## src/hdl/rebd_pkg.sv

```systemverilog
// Shared types and constants for the rotary encoder / button decoder.
// No dependencies; compiled first.
package rebd_pkg;

    // Event codes returned on a read transaction.
    typedef enum logic [1:0] {
        EV_NONE  = 2'd0,
        EV_PRESS = 2'd1,
        EV_DOWN  = 2'd2,
        EV_UP    = 2'd3
    } t_event;

    localparam logic [7:0] DEBOUNCE_TICKS_RESET = 8'd10;
    localparam logic [1:0] AB_RESET             = 2'b11;
    localparam logic [7:0] PRESS_MAX            = 8'hff;
    localparam logic signed [3:0] SUB_LIMIT     = 4'sd3;

    // Quadrature step indexed by {previous A, previous B, new A, new B}.
    localparam logic signed [1:0] STEP_TABLE [16] = '{
        2'sd0, -2'sd1, 2'sd1, 2'sd0, 2'sd1, 2'sd0, 2'sd0, -2'sd1,
        -2'sd1, 2'sd0, 2'sd0, 2'sd1, 2'sd0, 2'sd1, -2'sd1, 2'sd0
    };

    // One registered input sample.
    typedef struct packed {
        logic enc_a;
        logic enc_b;
        logic button_pin;
        logic tick;
        logic read_event;
        logic discard_all;
    } t_item;

    typedef struct packed {
        logic fire;
        logic pin_change;
        logic clr_turn;
    } t_quad_ctrl;

    typedef struct packed {
        logic ab_diff;
        logic turn_neg;
        logic turn_pos;
    } t_quad_stat;

    typedef struct packed {
        logic fire;
        logic pin_change;
        logic clr_press;
    } t_btn_ctrl;

    typedef struct packed {
        logic btn_diff;
        logic press_nz;
        logic pressed;
    } t_btn_stat;

endpackage

```

## src/hdl/rebd_in_if.sv

```systemverilog
// Input sample channel: valid/ready handshake plus pin and strobe levels.
// No dependencies.
interface rebd_in_if;
    logic valid;
    logic ready;
    logic enc_a;
    logic enc_b;
    logic button_pin;
    logic tick;
    logic read_event;
    logic discard_all;

    modport source (output valid, enc_a, enc_b, button_pin, tick, read_event, discard_all,
                    input ready);
    modport sink   (input valid, enc_a, enc_b, button_pin, tick, read_event, discard_all,
                    output ready);
endinterface

```

## src/hdl/rebd_out_if.sv

```systemverilog
// Result channel: valid/ready handshake plus event code and button state.
// No dependencies.
interface rebd_out_if;
    logic       valid;
    logic       ready;
    logic [1:0] event_code;
    logic       button_pressed;

    modport source (output valid, event_code, button_pressed, input ready);
    modport sink   (input valid, event_code, button_pressed, output ready);
endinterface

```

## src/hdl/rebd_quad.sv

```systemverilog
// Quadrature decoder: A/B history, substate and saturating turn count.
// Depends on rebd_pkg.
module rebd_quad #(
    parameter int TURN_COUNT_WIDTH = 8
) (
    input  logic                  i_clk,
    input  logic                  i_rst_n,
    input  rebd_pkg::t_item       i_item,
    input  rebd_pkg::t_quad_ctrl  i_ctrl,
    output rebd_pkg::t_quad_stat  o_stat
);
    localparam logic signed [TURN_COUNT_WIDTH-1:0] TURN_MAX =
        {1'b0, {(TURN_COUNT_WIDTH-1){1'b1}}};
    localparam logic signed [TURN_COUNT_WIDTH-1:0] TURN_MIN = -TURN_MAX;

    logic [3:0]                         r_hist, n_hist;
    logic signed [3:0]                  r_sub, n_sub;
    logic signed [TURN_COUNT_WIDTH-1:0] r_turn, n_turn;
    logic signed [1:0]                  step;
    logic signed [3:0]                  sub_sum;

    always_comb begin
        n_hist  = r_hist;
        n_sub   = r_sub;
        n_turn  = r_turn;
        step    = rebd_pkg::STEP_TABLE[{r_hist[1:0], i_item.enc_a, i_item.enc_b}];
        sub_sum = r_sub + {{2{step[1]}}, step};
        if (i_ctrl.pin_change) begin
            n_hist = {r_hist[1:0], i_item.enc_a, i_item.enc_b};
            n_sub  = sub_sum;
            if (sub_sum > rebd_pkg::SUB_LIMIT) begin
                if (r_turn < TURN_MAX) n_turn = r_turn + 1'b1;
                n_sub = '0;
            end else if (sub_sum < -rebd_pkg::SUB_LIMIT) begin
                if (r_turn > TURN_MIN) n_turn = r_turn - 1'b1;
                n_sub = '0;
            end
        end
    end

    assign o_stat.ab_diff  = ({i_item.enc_a, i_item.enc_b} != r_hist[1:0]);
    assign o_stat.turn_neg = n_turn[TURN_COUNT_WIDTH-1];
    assign o_stat.turn_pos = !n_turn[TURN_COUNT_WIDTH-1] && (n_turn != '0);

    always_ff @(posedge i_clk) begin
        if (!i_rst_n) begin
            r_hist <= {2'b00, rebd_pkg::AB_RESET};
            r_sub  <= '0;
            r_turn <= '0;
        end else if (i_ctrl.fire) begin
            r_hist <= n_hist;
            r_sub  <= n_sub;
            r_turn <= i_ctrl.clr_turn ? '0 : n_turn;
        end
    end
endmodule

```

## src/hdl/rebd_button.sv

```systemverilog
// Button debouncer: tick countdown, debounced state, saturating press count.
// Depends on rebd_pkg.
module rebd_button (
    input  logic                 i_clk,
    input  logic                 i_rst_n,
    input  logic [7:0]           i_debounce_ticks,
    input  rebd_pkg::t_item      i_item,
    input  rebd_pkg::t_btn_ctrl  i_ctrl,
    output rebd_pkg::t_btn_stat  o_stat
);
    logic       r_deb, n_deb;
    logic [7:0] r_rem, n_rem, rem_mid;
    logic [7:0] r_press, n_press;
    logic       r_last;

    always_comb begin
        rem_mid = r_rem;
        if (i_ctrl.pin_change)
            rem_mid = (!i_item.button_pin == r_deb) ? 8'd0 : i_debounce_ticks;
        n_rem   = rem_mid;
        n_deb   = r_deb;
        n_press = r_press;
        if (i_item.tick && rem_mid != 8'd0) begin
            n_rem = rem_mid - 8'd1;
            if (rem_mid == 8'd1) begin
                n_deb = !r_deb;
                if (!r_deb && r_press != rebd_pkg::PRESS_MAX) n_press = r_press + 8'd1;
            end
        end
    end

    assign o_stat.btn_diff = (i_item.button_pin != r_last);
    assign o_stat.press_nz = (n_press != 8'd0);
    assign o_stat.pressed  = n_deb;

    always_ff @(posedge i_clk) begin
        if (!i_rst_n) begin
            r_deb   <= 1'b0;
            r_rem   <= '0;
            r_press <= '0;
            r_last  <= 1'b1;
        end else if (i_ctrl.fire) begin
            r_deb   <= n_deb;
            r_rem   <= n_rem;
            r_press <= i_ctrl.clr_press ? 8'd0 : n_press;
            r_last  <= i_item.button_pin;
        end
    end
endmodule

```

## src/hdl/rotary_encoder_button_decoder.sv

```systemverilog
// Top level of the rotary encoder / button decoder.
// Depends on rebd_pkg, rebd_in_if, rebd_out_if, rebd_quad, rebd_button.
//
//  Channel   Dir  Handshake        Payload
//  i_item    in   valid/ready      enc_a, enc_b, button_pin, tick, read_event, discard_all
//  o_result  out  valid/ready      event_code[1:0], button_pressed
//  i_cfg_*   in   write enable     debounce_ticks[7:0]
//
// One transaction per clock cycle sustained while o_result.ready stays high. The
// sample lands in the input register, then the quadrature and debounce updates
// run in one pass into the result register. Reset is synchronous, active low.
// When the result register is held by o_result.ready low, the input register
// holds and i_item.ready drops only if the input register is also full.
module rotary_encoder_button_decoder #(
    parameter int TURN_COUNT_WIDTH = 8
) (
    input  logic       i_clk,
    input  logic       i_rst_n,
    input  logic       i_cfg_we,
    input  logic [7:0] i_cfg_wdata,
    rebd_in_if.sink    i_item,
    rebd_out_if.source o_result
);
    logic                 r_in_valid;
    rebd_pkg::t_item      r_item;
    logic                 r_out_valid;
    rebd_pkg::t_event     r_event, n_event;
    logic                 r_pressed;
    logic [7:0]           r_debounce_ticks;

    logic                 advance;
    logic                 fire;
    logic                 pin_change;
    logic                 clr_press;
    logic                 clr_turn;
    rebd_pkg::t_quad_ctrl quad_ctrl;
    rebd_pkg::t_quad_stat quad_stat;
    rebd_pkg::t_btn_ctrl  btn_ctrl;
    rebd_pkg::t_btn_stat  btn_stat;

    // Pipeline moves when the result slot is free or being drained.
    assign advance       = !r_out_valid || o_result.ready;
    assign fire          = r_in_valid && advance;
    assign i_item.ready  = !r_in_valid || advance;

    // Config register.
    always_ff @(posedge i_clk) begin
        if (!i_rst_n) begin
            r_debounce_ticks <= rebd_pkg::DEBOUNCE_TICKS_RESET;
        end else if (i_cfg_we) begin
            r_debounce_ticks <= i_cfg_wdata;
        end
    end

    // Input register.
    always_ff @(posedge i_clk) begin
        if (!i_rst_n) begin
            r_in_valid <= 1'b0;
        end else if (i_item.ready) begin
            r_in_valid <= i_item.valid;
        end
    end

    always_ff @(posedge i_clk) begin
        if (i_item.ready && i_item.valid) begin
            r_item <= '{enc_a:       i_item.enc_a,
                        enc_b:       i_item.enc_b,
                        button_pin:  i_item.button_pin,
                        tick:        i_item.tick,
                        read_event:  i_item.read_event,
                        discard_all: i_item.discard_all};
        end
    end

    // Any pin change runs both the quadrature and debounce restart logic.
    assign pin_change = quad_stat.ab_diff || btn_stat.btn_diff;

    // Read priority: press, then down, then up. Discard wipes both counts after.
    always_comb begin
        n_event = rebd_pkg::EV_NONE;
        if (r_item.read_event) begin
            if (btn_stat.press_nz)       n_event = rebd_pkg::EV_PRESS;
            else if (quad_stat.turn_neg) n_event = rebd_pkg::EV_DOWN;
            else if (quad_stat.turn_pos) n_event = rebd_pkg::EV_UP;
        end
    end

    assign clr_press = (r_item.read_event && btn_stat.press_nz) || r_item.discard_all;
    assign clr_turn  = (r_item.read_event && !btn_stat.press_nz) || r_item.discard_all;

    assign quad_ctrl = '{fire: fire, pin_change: pin_change, clr_turn: clr_turn};
    assign btn_ctrl  = '{fire: fire, pin_change: pin_change, clr_press: clr_press};

    rebd_quad #(
        .TURN_COUNT_WIDTH(TURN_COUNT_WIDTH)
    ) u_quad (
        .i_clk   (i_clk),
        .i_rst_n (i_rst_n),
        .i_item  (r_item),
        .i_ctrl  (quad_ctrl),
        .o_stat  (quad_stat)
    );

    rebd_button u_button (
        .i_clk            (i_clk),
        .i_rst_n          (i_rst_n),
        .i_debounce_ticks (r_debounce_ticks),
        .i_item           (r_item),
        .i_ctrl           (btn_ctrl),
        .o_stat           (btn_stat)
    );

    // Result register.
    always_ff @(posedge i_clk) begin
        if (!i_rst_n) begin
            r_out_valid <= 1'b0;
        end else if (advance) begin
            r_out_valid <= r_in_valid;
        end
    end

    always_ff @(posedge i_clk) begin
        if (fire) begin
            r_event   <= n_event;
            r_pressed <= btn_stat.pressed;
        end
    end

    assign o_result.valid          = r_out_valid;
    assign o_result.event_code     = r_event;
    assign o_result.button_pressed = r_pressed;
endmodule
```

## src/flat_wrapper.sv

```systemverilog
// flat-port wrapper written by rule: the top's interface ports become plain ports
module rotary_encoder_button_decoder_flat 
#(
    parameter int TURN_COUNT_WIDTH = 8
)
  (i_clk, i_rst_n, i_cfg_we, i_cfg_wdata, i_item_valid, i_item_enc_a, i_item_enc_b, i_item_button_pin, i_item_tick, i_item_read_event, i_item_discard_all, i_item_ready, o_result_valid, o_result_event_code, o_result_button_pressed, o_result_ready);
  rebd_in_if i_item_i ();
  rebd_out_if o_result_i ();
  input  logic i_clk;
  input  logic i_rst_n;
  input  logic i_cfg_we;
  input  logic [7:0] i_cfg_wdata;
  input wire logic [$bits(i_item_i.valid)-1:0] i_item_valid;
  input wire logic [$bits(i_item_i.enc_a)-1:0] i_item_enc_a;
  input wire logic [$bits(i_item_i.enc_b)-1:0] i_item_enc_b;
  input wire logic [$bits(i_item_i.button_pin)-1:0] i_item_button_pin;
  input wire logic [$bits(i_item_i.tick)-1:0] i_item_tick;
  input wire logic [$bits(i_item_i.read_event)-1:0] i_item_read_event;
  input wire logic [$bits(i_item_i.discard_all)-1:0] i_item_discard_all;
  output wire logic [$bits(i_item_i.ready)-1:0] i_item_ready;
  output wire logic [$bits(o_result_i.valid)-1:0] o_result_valid;
  output wire logic [$bits(o_result_i.event_code)-1:0] o_result_event_code;
  output wire logic [$bits(o_result_i.button_pressed)-1:0] o_result_button_pressed;
  input wire logic [$bits(o_result_i.ready)-1:0] o_result_ready;
  assign i_item_i.valid = i_item_valid;
  assign i_item_i.enc_a = i_item_enc_a;
  assign i_item_i.enc_b = i_item_enc_b;
  assign i_item_i.button_pin = i_item_button_pin;
  assign i_item_i.tick = i_item_tick;
  assign i_item_i.read_event = i_item_read_event;
  assign i_item_i.discard_all = i_item_discard_all;
  assign i_item_ready = i_item_i.ready;
  assign o_result_valid = o_result_i.valid;
  assign o_result_event_code = o_result_i.event_code;
  assign o_result_button_pressed = o_result_i.button_pressed;
  assign o_result_i.ready = o_result_ready;
  rotary_encoder_button_decoder #(.TURN_COUNT_WIDTH(TURN_COUNT_WIDTH)) u_core (.i_clk(i_clk), .i_rst_n(i_rst_n), .i_cfg_we(i_cfg_we), .i_cfg_wdata(i_cfg_wdata), .i_item(i_item_i), .o_result(o_result_i));
endmodule
```

## config.mk

```make
export PLATFORM = sky130hd
export DESIGN_NAME = rotary_encoder_button_decoder_flat
export DESIGN_NICKNAME = d
export VERILOG_FILES = /design/src/hdl/rebd_pkg.sv /design/src/hdl/rebd_in_if.sv /design/src/hdl/rebd_out_if.sv /design/src/hdl/rebd_quad.sv /design/src/hdl/rebd_button.sv /design/src/hdl/rotary_encoder_button_decoder.sv /design/src/flat_wrapper.sv
export SDC_FILE = /design/constraint.sdc
export NUM_CORES = 1
export LEC_CHECK = 0
export BUFFER_PORTS_ARGS = -buffer_cell sky130_fd_sc_hd__buf_2
export CAP_MARGIN = 20
export CELL_PAD_IN_SITES_DETAIL_PLACEMENT = 1
export CELL_PAD_IN_SITES_GLOBAL_PLACEMENT = 1
export CORE_UTILIZATION = 42
export DETAILED_ROUTE_END_ITERATION = 10
export PLACE_DENSITY = 0.87
export SLEW_MARGIN = 20
export SYNTH_ARGS = -nofsm -noshare
export SYNTH_HDL_FRONTEND = slang
export SYNTH_SLANG_ARGS = --single-unit
```

## constraint.sdc

```tcl
create_clock -name i_clk -period 3.9 [get_ports i_clk]
set_input_delay 0.585 -clock i_clk [delete_from_list [all_inputs] [get_ports i_clk]]
set_output_delay 0.585 -clock i_clk [all_outputs]
set_load 0.05 [all_outputs]
```

=== After elaboration in Yosys (flattened, before gate mapping) ===
Memories as Yosys holds them, arrays and structs flattened.
Cells that the tools add are included.

* Bits in latches: 0
* Bits in read-only memories: 32
* Logic and storage cells: 82
* Output and inout port bits: 5
* Memories kept: 1
* Memory bits (writable): 0
* Register bits: 51
* Input bits: 19

* Multiply operators: 0
* Divide/modulo/power cells: 0
* $lt $le $gt $ge: 5
* Shifts and indexed selects: 0
* Equality and inequality tests: 5
* Bitwise logic cells: 2
* Mux-type cells: 22
* $add $sub $neg: 5
* Reductions and logical operators: 23

{| class="wikitable"
|+ Memory list
! name !! words !! bits a word !! rd ports !! clocked after memory_dff !! write ports !! line !! text
|-
| (no name shown) || 16 || 2 || 1 || 0 || 0 || rebd_quad.sv:26 || <nowiki>step = rebd_pkg::STEP_TABLE[{r_hist[1:0], i_item.enc_a, i_item.enc_b}];</nowiki>
|}

{| class="wikitable"
|+ Operator list
! operator !! count
|-
| $mux 8 || 13
|-
| $reduce_bool 8->1 || 3
|-
| $add 8x1->8 const B || 2
|-
| $sub 8x1->8 const B || 2
|-
| $eq 8x1->1 const B || 1
|-
| $gt 8x8->1 const B || 1
|-
| $lt 8x8->1 const B || 1
|-
| $mux 2 || 4
|-
| $mux 4 || 2
|-
| $ne 8x8->1 const B || 1
|-
| $logic_and 1x1->1 || 7
|-
| $logic_not 1->1 || 6
|-
| $ge 5x5->1 const B || 1
|-
| $logic_or 1x1->1 || 5
|-
| $not 4->5 || 1
|-
| $add 4x4->4 || 1
|-
| $gt 4x3->1 const B || 1
|-
| $lt 4x3->1 const B || 1
|-
| $mux 1 || 3
|-
| $ne 2x2->1 || 1
|-
| $reduce_and 2->1 || 1
|-
| $reduce_or 2->1 || 1
|-
| $eq 1x1->1 || 1
|-
| $ne 1x1->1 || 1
|-
| $not 1->1 || 1
|}

=== Logic depth before layout (Yosys ltp) ===
Gate-level depths: netlist of the first run.

* Depth in word-level cells: 14
* Depth in mapped cells: 20
* Gate-level depth less buffers: 20

=== Cells and area by module ===
A second synthesis of the first run with hierarchy kept.

* Cell total of the unflattened synthesis: 426
* Area, all modules: 3,602.2 um^2

{| class="wikitable"
|+ By module, submodules not included
! module !! area an instance (um^2) !! cells an instance !! instances !! seq. area each (um^2)
|-
| rebd_button || 1,559.0 || 203 || 1 || 360.3
|-
| rebd_quad || 1,340.0 || 171 || 1 || 280.3
|-
| rotary_encoder_button_decoder || 703.2 || 52 || 1 || 470.5
|}

=== Worst setup path after synthesis of the first run ===
Ideal clock, no wire load.

* Path type: register -> register
* Start: register u_core.r_item[4] (netlist name)
* End: register u_core.r_event[1], in the netlist u_core.o_result.event_code[1], data pin
* Arrival time: 3.898 ns
* Buffers on the path: 0
* Slack: -0.275 ns
* Library setup time: 0.277 ns
* Clock period less this slack: 4.175 ns
* Stages on the path, launching flop included: 19
* Data required time: 3.623 ns
* Cells stage by stage: edfxtp_1 > inv_1 > ha_1 > mux4_2 > ha_1 > a21o_1 > a21oi_1 > xnor3_1 > inv_2 > nand2_1 > a21oi_1 > ha_1 > nor4b_1 > nand2_1 > a2111oi_0 > a41o_1 > a21oi_1 > nor2_1 > a41oi_1

* Longest elaborated chain between the ends: 13
* Elaborated cells on any way between the ends: 25
* Those cells by class: 1 x add/sub; 2 x order compare; 2 x eq/ne; 10 x mux; 1 x bitwise; 8 x reduce/logical; 1 x memory

{| class="wikitable"
|+ Ends and longest elaborated chain
! element !! line !! text
|-
| start, declared || rotary_encoder_button_decoder.sv:25 || <nowiki>rebd_pkg::t_item r_item;</nowiki>
|-
| start signal, assigned || rotary_encoder_button_decoder.sv:66 || <nowiki>r_item <= '{enc_a: i_item.enc_a,</nowiki>
|-
| $not 4->5 (implied by the code) || rebd_quad.sv:26 ||
|-
| $mem_v2 16x2 || n/a ||
|-
| $mux 2 (implied by the code) (2 in series) || rebd_quad.sv:26 ||
|-
| $add 4x4->4 || rebd_quad.sv:27 || <nowiki>sub_sum = r_sub + {{2{step[1]}}, step};</nowiki>
|-
| $lt 4x3->1 || rebd_quad.sv:34 || <nowiki>end else if (sub_sum < -rebd_pkg::SUB_LIMIT) begin</nowiki>
|-
| $mux 8 || rebd_quad.sv:34 ||
|-
| $mux 8 || rebd_quad.sv:31 || <nowiki>if (sub_sum > rebd_pkg::SUB_LIMIT) begin</nowiki>
|-
| $mux 8 || rebd_quad.sv:28 || <nowiki>if (i_ctrl.pin_change) begin</nowiki>
|-
| $reduce_bool 8->1 / $logic_not 1->1 (equally long branches) || rebd_quad.sv:43 || <nowiki>assign o_stat.turn_pos = !n_turn[TURN_COUNT_WIDTH-1] && (n_turn != '0);</nowiki>
|-
| $logic_and 1x1->1 || rebd_quad.sv:43 ||
|-
| $mux 2 || rotary_encoder_button_decoder.sv:84 || <nowiki>else if (quad_stat.turn_pos) n_event = rebd_pkg::EV_UP;</nowiki>
|-
| $mux 2 || rotary_encoder_button_decoder.sv:83 || <nowiki>else if (quad_stat.turn_neg) n_event = rebd_pkg::EV_DOWN;</nowiki>
|-
| end signal, assigned || rotary_encoder_button_decoder.sv:124 || <nowiki>r_event <= n_event;</nowiki>
|-
| end, declared || rotary_encoder_button_decoder.sv:27 || <nowiki>rebd_pkg::t_event r_event, n_event;</nowiki>
|}

Parallel ways exist; a longest one is shown, timed or not. The select of a mux whose other input is x is not followed.
A chain may end at the register's enable or synchronous reset.

=== Final worst setup path of the first run ===
* Start: register u_core.r_item[5] (netlist name)
* End: register u_core.r_event[1], in the netlist u_core.o_result.event_code[1], data pin

Same word-level chain as after synthesis.

==> results of run 1 <==
[repair_timing]
item,CTS,global route
gates resized for setup,8,11
cloned,0,0
setup endpoints to repair,3,8
buffers inserted,3,3
pin swaps,7,4
[kinds of logic after synthesis]
logic type,share of synthesized area (%)
DFF,32.1
and+or+nand+nor,23.4
buffers and inverters,4.23
adders and majority gates,6.00
xor gates and xnor gates,4.20
AOI/OAI and AO/OA,23.5
muxes,6.62
[registers in the layout, summed over array words and instances, names as in the netlist, 2 cells and up]
signal                      count
u_core.u_quad.r_sub             4
u_core.u_quad.r_turn            8
u_core.u_quad.r_hist            2
u_core.u_button.r_rem           8
u_core.r_debounce_ticks         8
u_core.u_button.r_press         8
u_core.o_result.event_code      2
u_core.r_item                   6
[per-stage QoR]
stage | setup TNS [ns] | worst slack (ns)
2_1_floorplan | 0 | 0.00319
4_1_cts | 0 | 0.00197
5_1_grt | -0.549 | -0.227
3_5_place_dp | -0.325 | -0.184
6_report | -0.0733 | -0.0419
3_3_place_gp | -0.0410 | -0.0335
[cell type report]
class	instances	area, um^2	area share [%]
clock buffer	8	100	2.51
inverter	16	60.1	1.51
timing repair buffer	43	265	6.65
tap	102	128	3.20
multi-input combinational	327	2330	58.3
sequential	51	1110	27.8
[cells in the mapped netlist, types with 2 or more instances]
cell	instances
a21boi_0	5
mux2i_4	2
a32oi_1	2
a2111oi_0	3
edfxtp_1	9
ha_1	15
a22o_1	5
nor2_1	30
a31oi_1	9
a2111oi_2	2
o311a_1	2
inv_1	15
dfxtp_1	42
a21o_1	5
mux2i_1	15
nand4b_1	2
o211a_1	2
or3_1	6
and2_1	5
nand3_1	19
or2_2	5
a22oi_1	4
nor4_1	3
nand2b_1	3
nand4_1	7
o211ai_1	5
o22ai_1	2
o21a_1	2
o21ai_0	23
xor2_1	4
nor2b_1	13
and3_1	5
nor3_1	8
clkbuf_1	20
nand2_1	50
a41oi_1	2
xnor2_1	10
o31ai_1	5
nor3b_1	2
a21oi_1	19
a211oi_1	6
[path summary, 6_finish.rpt]
kind | startpoint | to | slack [ns] | cells after the start
worst max-delay path | u_core.r_item[5]$_DFFE_PP_ | u_core.o_result.event_code[1]$_SDFFCE_PN0P_ | -0.04 | 18
worst min-delay path | i_item_tick | u_core.r_item[2]$_DFFE_PP_ | 0.45 | 1
worst max register to register | u_core.r_item[5]$_DFFE_PP_ | u_core.o_result.event_code[1]$_SDFFCE_PN0P_ | -0.04 | 18
worst min register to register | u_core.u_quad.r_sub[3]$_SDFFE_PN0P_ | u_core.u_quad.r_sub[3]$_SDFFE_PN0P_ | 0.48 | 2
[power by group through the flow]
stage	Clock [uW]	Sequential [uW]	Combinational, uW
global route	363	592	428
finish	337	589	393
global placement	0	597	338
CTS	347	587	370
floorplan	0	599	248
detailed placement	0	598	351
[layer usage]
metal	vias up	GRT usage [%]	part of all wire [%]	routed length, um
met5	-	0	0	0
met4	0	8.33	2.3	234
met3	23	3.28	3.0	304
met2	76	40.3	51	5080
met1	1673	29.3	44	4380
li1	1579	-	-	-
==> flow_summary.toml, run 1 <==
[route]
drt_iter0_drc = 181
drcViolationCount = 0
antenna_left = 0
detail_route.wl_per_cell_um = 18.3
wirelength_um = 10000
viasPerCell = 6.13
first_pass_iters = 4
num_vias = 3351

[timing]
timing.final.crit_share_pct = 101
layout_min_cycle_time_ns = 3.94
grt_setup_unrepaired = "true"
setup-violations-final = 2
max_freq_mhz = 254
final.setup.worst_slack_ns = -0.0419
drv_slew = 0
hold_violations = 0
finalClockSkew_ns = 0.00916
worst_slew_pin_slew_ns = 0.728
holdWs_ns = 0.452
slew_headroom_pct = 51.4

[floorplanning]
core_area_mm2 = 0.00785
die_width_um = 92.8
die_h_um = 92.8
io_pins = 24
rows = 32
design.die.area_mm2 = 0.00860
start_util_pct = 44.1

[place]
dp_hpwl_um = 7000
place_area_mm2 = 0.00376
place_inst = 533
place.port_buffers = 23
gp_congestion = 0.893

[cells_and_area]
stdcell_area_mm2 = 0.00399
final_nets = 479
drive_above_1_share_pct = 19.8
syn_to_final_growth_pct = 15.3
utilization_pct = 50.8
layout_common_cells = "49 x nand2_1, 42 x dfxtp_1, 30 x nor2_1"
final_common_cell = "nand2_1"
num_antenna_cells = 0
fin_cells = 547
fillers = 985

[cts]
htreeDepth = 2
path_clk_slew_ns = 0.09
tritoncts = "done"
cts-root-buf = "clkbuf_8"
clock_latency_ns = 0.31
cts_sinks = 51
cts_buffers = 5
clockBufferDepth = 2
holdBufCountCts = 0

[critical_path]
cpMaxStageDelayCell = "edfxtp_1"
cp_num_buf_inv = 2
critical_path.max_stage_delay_ns = 0.48
cp-end-kind = "flip-flop"
arrival_ns = 3.99
setup.worst_path.start_class = "flip-flop"
criticalPathCategory = "flip-flop to flip-flop"
cp_cell_sequence = "inv_2, ha_2, xnor2_2, xnor2_1, ha_1, inv_1, fa_2, xnor2_2, nand2_2, a21oi_2, ha_1, nor4b_4, nand3_1, mux2i_1, a21oi_1, a31o_2, a22oi_2, a41oi_2"
crit_family = "adder cells"
critPathRequiredTime_ns = 3.95
crit_path_max_fanout = 4

[power_and_ir_drop]
clkPwrFrac_pct = 25.6
power_leakage_uw = 0.00157
power.internal_uw = 890
switchingPower_uw = 429
power_frac_seq_pct = 44.7
power_density_mw_per_mm2 = 330
pwr-share-comb_pct = 29.8
ir_drop_mv = 0.196
p_total_uw = 1320
sw_frac_of_total_pct = 32.5

[global_route]
grt_max_degree = 33
grt_pass1_vias = 3339
grt-ovfl-total = 0
grtUsageTotal_pct = 23.3
grt_pass1_wl_um = 16100
antenna_found_initial = 0

[synthesis]
synthArstFlopShare_pct = 0
synth_edf_count = 9
synth.distinct_cells = 64
ys_ff_latch = 51
synth.top_cell.area_share_pct = 24.3
synthFlopType = "dfxtp_1"
syn_inst = 416
syn_area_mm2 = 0.00346
ys_warn_count = 0
synth_fp_nets = 451
syn_area_per_cell_um2 = 8.32
synth-seq-area-share_pct = 32.1
synth_area_leaders = "dfxtp_1 24%, edfxtp_1 7.8%, ha_1 5.4%"
synth.largest_area_cell = "dfxtp_1"

[hold_path]
hold_class = "primary input to flip-flop"

[run]
drv_cap = 0

[run_status]
status = "finished, violations left"
violations = "setup timing"
No activity file was read; power rests on OpenSTA's default activity.
==> run 2: changes to the inputs <==
--- a/config.mk
+++ b/config.mk
@@ -9,9 +9,11 @@
 export CAP_MARGIN = 20
 export CELL_PAD_IN_SITES_DETAIL_PLACEMENT = 1
 export CELL_PAD_IN_SITES_GLOBAL_PLACEMENT = 1
+export CORE_MARGIN = 8
 export CORE_UTILIZATION = 42
 export DETAILED_ROUTE_END_ITERATION = 10
 export PLACE_DENSITY = 0.87
+export REMOVE_ABC_BUFFERS = 1
 export SLEW_MARGIN = 20
 export SYNTH_ARGS = -nofsm -noshare
 export SYNTH_HDL_FRONTEND = slang
==> run 2 against run 1 <==
  * The flow still finishes with violations (setup timing)
  * Register-to-register slack worse by 0.096 ns
  * Critical path type unchanged
  * Via count is 2.4% higher
  * Utilization is 0.89 points higher
==> flow_summary.toml, run 2 (synthesized netlist as in run 1, its figures left out) <==
[run_status]
status = "finished, violations left"
violations = "setup timing"

[cells_and_area]
syn_to_final_growth_pct = 21.0
layout_common_cells = "49 x nand2_1, 42 x dfxtp_1, 30 x buf_4"
num_antenna_cells = 0
drive_above_1_share_pct = 23.6
utilization_pct = 51.7
final_common_cell = "nand2_1"
final_nets = 491

[timing]
layout_min_cycle_time_ns = 4.04
drv_slew = 0
slew_headroom_pct = 55.2
timing.final.crit_share_pct = 104
setup_tns_ns = -0.233
hold_violations = 0
finalClockSkew_ns = 0.0103
grt_setup_unrepaired = "true"
max_freq_mhz = 248
worst_slew_pin_slew_ns = 0.671
final.setup.worst_slack_ns = -0.138
setup-violations-final = 2

[route]
viasPerCell = 6.11
detail_route.wl_per_cell_um = 19.4
first_pass_iters = 4
num_vias = 3432
drt_iter0_drc = 207
drcViolationCount = 0
antenna_left = 0
wirelength_um = 10900

[global_route]
grtUsageTotal_pct = 19.1
antenna_found_initial = 0
grt-ovfl-total = 0
grt_max_degree = 33
grt_pass1_wl_um = 17700
grt_pass1_vias = 3564

[critical_path]
crit_top_cell = "a21oi_2"
cp-end-kind = "flip-flop"
critPathRequiredTime_ns = 3.96
cp_cell_sequence = "inv_2, ha_2, mux4_2, ha_4, a21o_1, a21oi_2, xnor3_1, inv_2, nand2_2, a21oi_2, ha_4, nor4b_4, buf_4, nand4_1, o21a_1, a21oi_2, and4bb_2, a41oi_1"
crit_path_max_fanout = 4
setup.worst_path.start_class = "flip-flop"
cpMaxStageDelayCell = "mux4_2"
critical_path.max_stage_delay_ns = 0.51
arrival_ns = 4.10
criticalPathCategory = "flip-flop to flip-flop"

[power_and_ir_drop]
sw_frac_of_total_pct = 32.0
power_density_mw_per_mm2 = 354
clkPwrFrac_pct = 30.9
power_frac_seq_pct = 39.6
switchingPower_uw = 475
ir_drop_mv = 0.261
power.internal_uw = 1010
power_leakage_uw = 0.00164
pwr-share-comb_pct = 29.4

[run]
drv_cap = 0

[hold_path]
hold_class = "primary input to flip-flop"

[cts]
cts-root-buf = "clkbuf_8"
tritoncts = "done"
cts_sinks = 51
cts_buffers = 5
clockBufferDepth = 2
htreeDepth = 2
holdBufCountCts = 0
path_clk_slew_ns = 0.11
clock_latency_ns = 0.32

[place]
place.port_buffers = 23
dp_hpwl_um = 7690
gp_congestion = 0.898

[floorplanning]
design.die.area_mm2 = 0.0114
core_area_mm2 = 0.00809
die_width_um = 107
start_util_pct = 42.7
die_h_um = 107
rows = 33
io_pins = 24
## run 2: path summary, 6_finish.rpt
check	slack [ns]	start	end	cells after the start
min	0.44	i_item_read_event	u_core.r_item[1]$_DFFE_PP_	1
min reg2reg	0.51	u_core.u_button.r_rem[1]$_SDFFE_PN0P_	u_core.u_button.r_rem[1]$_SDFFE_PN0P_	2
max	-0.14	u_core.r_item[4]$_DFFE_PP_	u_core.o_result.event_code[1]$_SDFFCE_PN0P_	18
max reg2reg	-0.14	u_core.r_item[4]$_DFFE_PP_	u_core.o_result.event_code[1]$_SDFFCE_PN0P_	18
## run 2: layer usage
layer  track usage [%]  vias up  wire, um
li1                  -     1610         -
met1              23.2     1699      4520
met2              33.3       98      5630
met5                 0        -         0
met4              7.64        0       260
met3              2.58       25       498
## run 2: worst max-delay path: cells and delay by family, from the launching register on
kind            cells  cell delay, ns
compound gates      6            0.94
simple gates        4            0.68
fa+ha+maj           3            0.59
mux                 1            0.51
flops               1            0.46
buf+inv             3            0.34
xor+xnor            1            0.26
## run 2: through the flow
step	area [um^2]	cells	hold slack (ns)	total power [uW]	setup slack [ns]
finish	4190	562	0.436	1480	-0.138
global route	4190	562	0.427	1540	-0.309
CTS	4120	559	0.436	1460	-0.0456
detailed placement	3810	547	0.498	964	-0.503
global placement	3810	547	0.473	943	-0.151
floorplan	3370	394	0.441	827	-0.277
## run 2: cell type report
| cell class | instances | area (um^2) |
|---|---|---|
| Inverter | 16 | 60.1 |
| Multi-Input combinational cell | 327 | 2380 |
| Tap cell | 105 | 131 |
| Sequential cell | 51 | 1110 |
| Clock inverter | 3 | 67.6 |
| Timing Repair Buffer | 55 | 363 |
| Fill cell | 983 | 3910 |
| Clock buffer | 5 | 68.8 |
## run 2: power groups by stage
stage	sequential [uW]	combinational [uW]	clock, uW
floorplan	601	227	0
detailed placement	598	367	0
global placement	596	347	0
CTS	587	416	460
finish	588	436	459
global route	591	472	479
## run 2: timing repair
| action | in CTS | in global routing |
|---|---|---|
| setup buffers | 4 | 3 |
| gates resized for setup | 31 | 12 |
| pin swaps | 15 | 1 |
| setup endpoints to repair | 8 | 18 |
==> run 3: changes to the inputs <==
--- a/config.mk
+++ b/config.mk
@@ -7,10 +7,8 @@
 export LEC_CHECK = 0
 export BUFFER_PORTS_ARGS = -buffer_cell sky130_fd_sc_hd__buf_2
 export CAP_MARGIN = 20
-export CELL_PAD_IN_SITES_DETAIL_PLACEMENT = 1
-export CELL_PAD_IN_SITES_GLOBAL_PLACEMENT = 1
 export CORE_MARGIN = 8
-export CORE_UTILIZATION = 42
+export CORE_UTILIZATION = 55
 export DETAILED_ROUTE_END_ITERATION = 10
 export PLACE_DENSITY = 0.87
 export REMOVE_ABC_BUFFERS = 1
==> run 3 against run 2 <==
  * The run still ends with setup timing left
  * Combinational power fell by 7.6%
  * Total power fell by 12%
  * Routed wire length fell by 19%
  * Worst hold slack improved by 0.00099 ns
  * Critical endpoint unchanged
  * Largest cell class unchanged
  * Largest power group unchanged
==> flow_summary.toml, run 3 (synthesized netlist as in run 1, its figures left out) <==
[timing]
max_freq_mhz = 250
worst_slew_pin_slew_ns = 0.674
layout_min_cycle_time_ns = 4.01
final.setup.worst_slack_ns = -0.105
hold_violations = 0
drv_slew = 0
holdWs_ns = 0.437
grt_setup_unrepaired = "true"
slew_headroom_pct = 55.0
finalClockSkew_ns = 0.00811
timing.final.crit_share_pct = 103
setup-violations-final = 3

[cells_and_area]
seq_area_mm2 = 0.00111
fillers = 488
syn_to_final_growth_pct = 16.4
multiInputGateArea_mm2 = 0.00232
layout_common_cells = "49 x nand2_1, 42 x dfxtp_1, 31 x buf_4"
num_antenna_cells = 0
final_nets = 490
drive_above_1_share_pct = 22.1
final_common_cell = "nand2_1"

[critical_path]
timing.rr.start = "u_core.r_item[4]$_DFFE_PP_"
cp_cell_sequence = "inv_2, ha_2, mux4_2, ha_4, a21o_1, a21oi_2, xnor3_1, inv_2, nand2_2, a21oi_2, ha_4, nor4b_4, buf_4, nand3_1, mux2i_1, a21oi_1, a31o_2, a22oi_2, a41oi_2"
crit_path_max_fanout = 4
critPathRequiredTime_ns = 3.96
arrival_ns = 4.06
criticalPathCategory = "flip-flop to flip-flop"
endpoint = "u_core.o_result.event_code[1]$_SDFFCE_PN0P_"
ff2ff_setup_slack_ns = -0.11
cp-end-kind = "flip-flop"
reg2reg_depth = 19
cpMaxStageDelayCell = "mux4_2"
critical_path.max_stage_delay_ns = 0.53
r2r-end = "u_core.o_result.event_code[1]$_SDFFCE_PN0P_"
setup.worst_path.start = "u_core.r_item[4]$_DFFE_PP_"
setup.worst_path.start_class = "flip-flop"

[cts]
cts-root-buf = "clkbuf_8"
tritoncts = "done"
clock_latency_ns = 0.32
cts_sinks = 51
path_clk_slew_ns = 0.10
cts_buffers = 5
htreeDepth = 2
clockBufferDepth = 2
holdBufCountCts = 0

[route]
drt_iter0_drc = 394
first_pass_iters = 5
viasPerCell = 6.36
num_vias = 3388
detail_route.wl_per_cell_um = 16.7
drcViolationCount = 0
antenna_left = 0
wirelength_um = 8880

[global_route]
met2_usage_pct = 33.2
top_usage_layer = "met2"
grt_pass1_wl_um = 14400
grtUsageTotal_pct = 19.8
use_met3_pct = 3.31
grt_pass1_vias = 3116
grt_max_degree = 33
grt-ovfl-total = 0
use_met1_pct = 23.9
antenna_found_initial = 0

[place]
dp_hpwl_um = 6280
gp_congestion = 0.870
dp_slack_ns = -0.352
place.port_buffers = 23

[run_status]
violations = "setup timing"
status = "finished, violations left"

[hold_path]
min_path_cells = 1
hold_class = "primary input to flip-flop"

[floorplanning]
io_pins = 24
core_area_mm2 = 0.00620
rows = 29
start_util_pct = 55.8
die_width_um = 95.3
die_h_um = 95.3
design.die.area_mm2 = 0.00908

[run]
drv_cap = 0

[power_and_ir_drop]
power_leakage_uw = 0.00162
ir_drop_mv = 0.228
power_density_mw_per_mm2 = 324
==> run 3: changes by cell type in the layout (fill, tap and decap cells not counted), moves of 2 or more <==
cell / change
xnor2_1: -2
ha_4: -2
xnor2_2: +2
bufinv_16: -2
buf_6: -2
o21ai_1: -2
o21ai_0: +3
==> run 3: critical path, delay by kind of cell, from the launching register on <==
family / cells / cell delay (ns)
muxes: 2 / 0.72
and+or+nand+nor: 3 / 0.26
DFF: 1 / 0.43
adders and majority gates: 3 / 0.65
AOI/OAI and AO/OA: 7 / 1.10
xor gates and xnor gates: 1 / 0.26
buffers and inverters: 3 / 0.33
==> run 3: per-stage QoR <==
step	utilization, %	instance area, um^2	cells	TNS [ns]	power, uW
after floorplan	-	3370	394	-0.549	827
after global placement	60.7	3760	518	-0.325	932
after detailed placement	60.7	3760	518	-0.868	944
after CTS	63.5	3940	528	0	1270
after global routing	64.9	4030	533	-0.648	1370
final	64.9	4030	533	-0.225	1300
==> run 3: where the power goes <==
group	internal, uW	switching [uW]	leakage (uW)	total (uW)
registers	561	25.3	0.000429	586
logic	179	225	0.00115	403
clock network	126	188	0.0000460	314
==> run 3: repair_timing <==
item                                    4_1_cts  5_1_grt
endpoints found under the setup margin        5       11
pin swaps                                     5       10
buffers inserted                              3        5
cloned                                        0        0
resized for setup                            18       10
==> run 3: how the worst min path moves through the flow <==
| stage | slack, ns | from | endpoint |
|---|---|---|---|
| 3_5_place_dp | 0.48 | u_core.u_button.r_last$_SDFFE_PN1P_ | u_core.u_button.r_last$_SDFFE_PN1P_ |
| 2_1_floorplan | 0.44 | u_core.u_quad.r_sub[3]$_SDFFE_PN0P_ | u_core.u_quad.r_sub[3]$_SDFFE_PN0P_ |
| 3_3_place_gp | 0.46 | u_core.u_quad.r_sub[3]$_SDFFE_PN0P_ | u_core.u_quad.r_sub[3]$_SDFFE_PN0P_ |
| 6_report | 0.44 | i_item_discard_all | u_core.r_item[0]$_DFFE_PP_ |
| 5_1_grt | 0.43 | i_item_discard_all | u_core.r_item[0]$_DFFE_PP_ |
| 4_1_cts | 0.44 | i_item_read_event | u_core.r_item[1]$_DFFE_PP_ |
==> run 3: final cells by class <==
type                            count  area share (%)
Multi-Input combinational cell    327            57.7
Clock inverter                      3           0.435
Timing Repair Buffer               54            8.64
Clock buffer                        5            1.71
Inverter                           16            1.49
Tap cell                           77            2.39
Sequential cell                    51            27.6
==> run 3: routing by layer <==
metal  up-vias  share of wire (%)
met5         -                  0
met4         0                2.4
met3        19                5.6
met2       137                 50
met1      1620                 42
li1       1612                  -
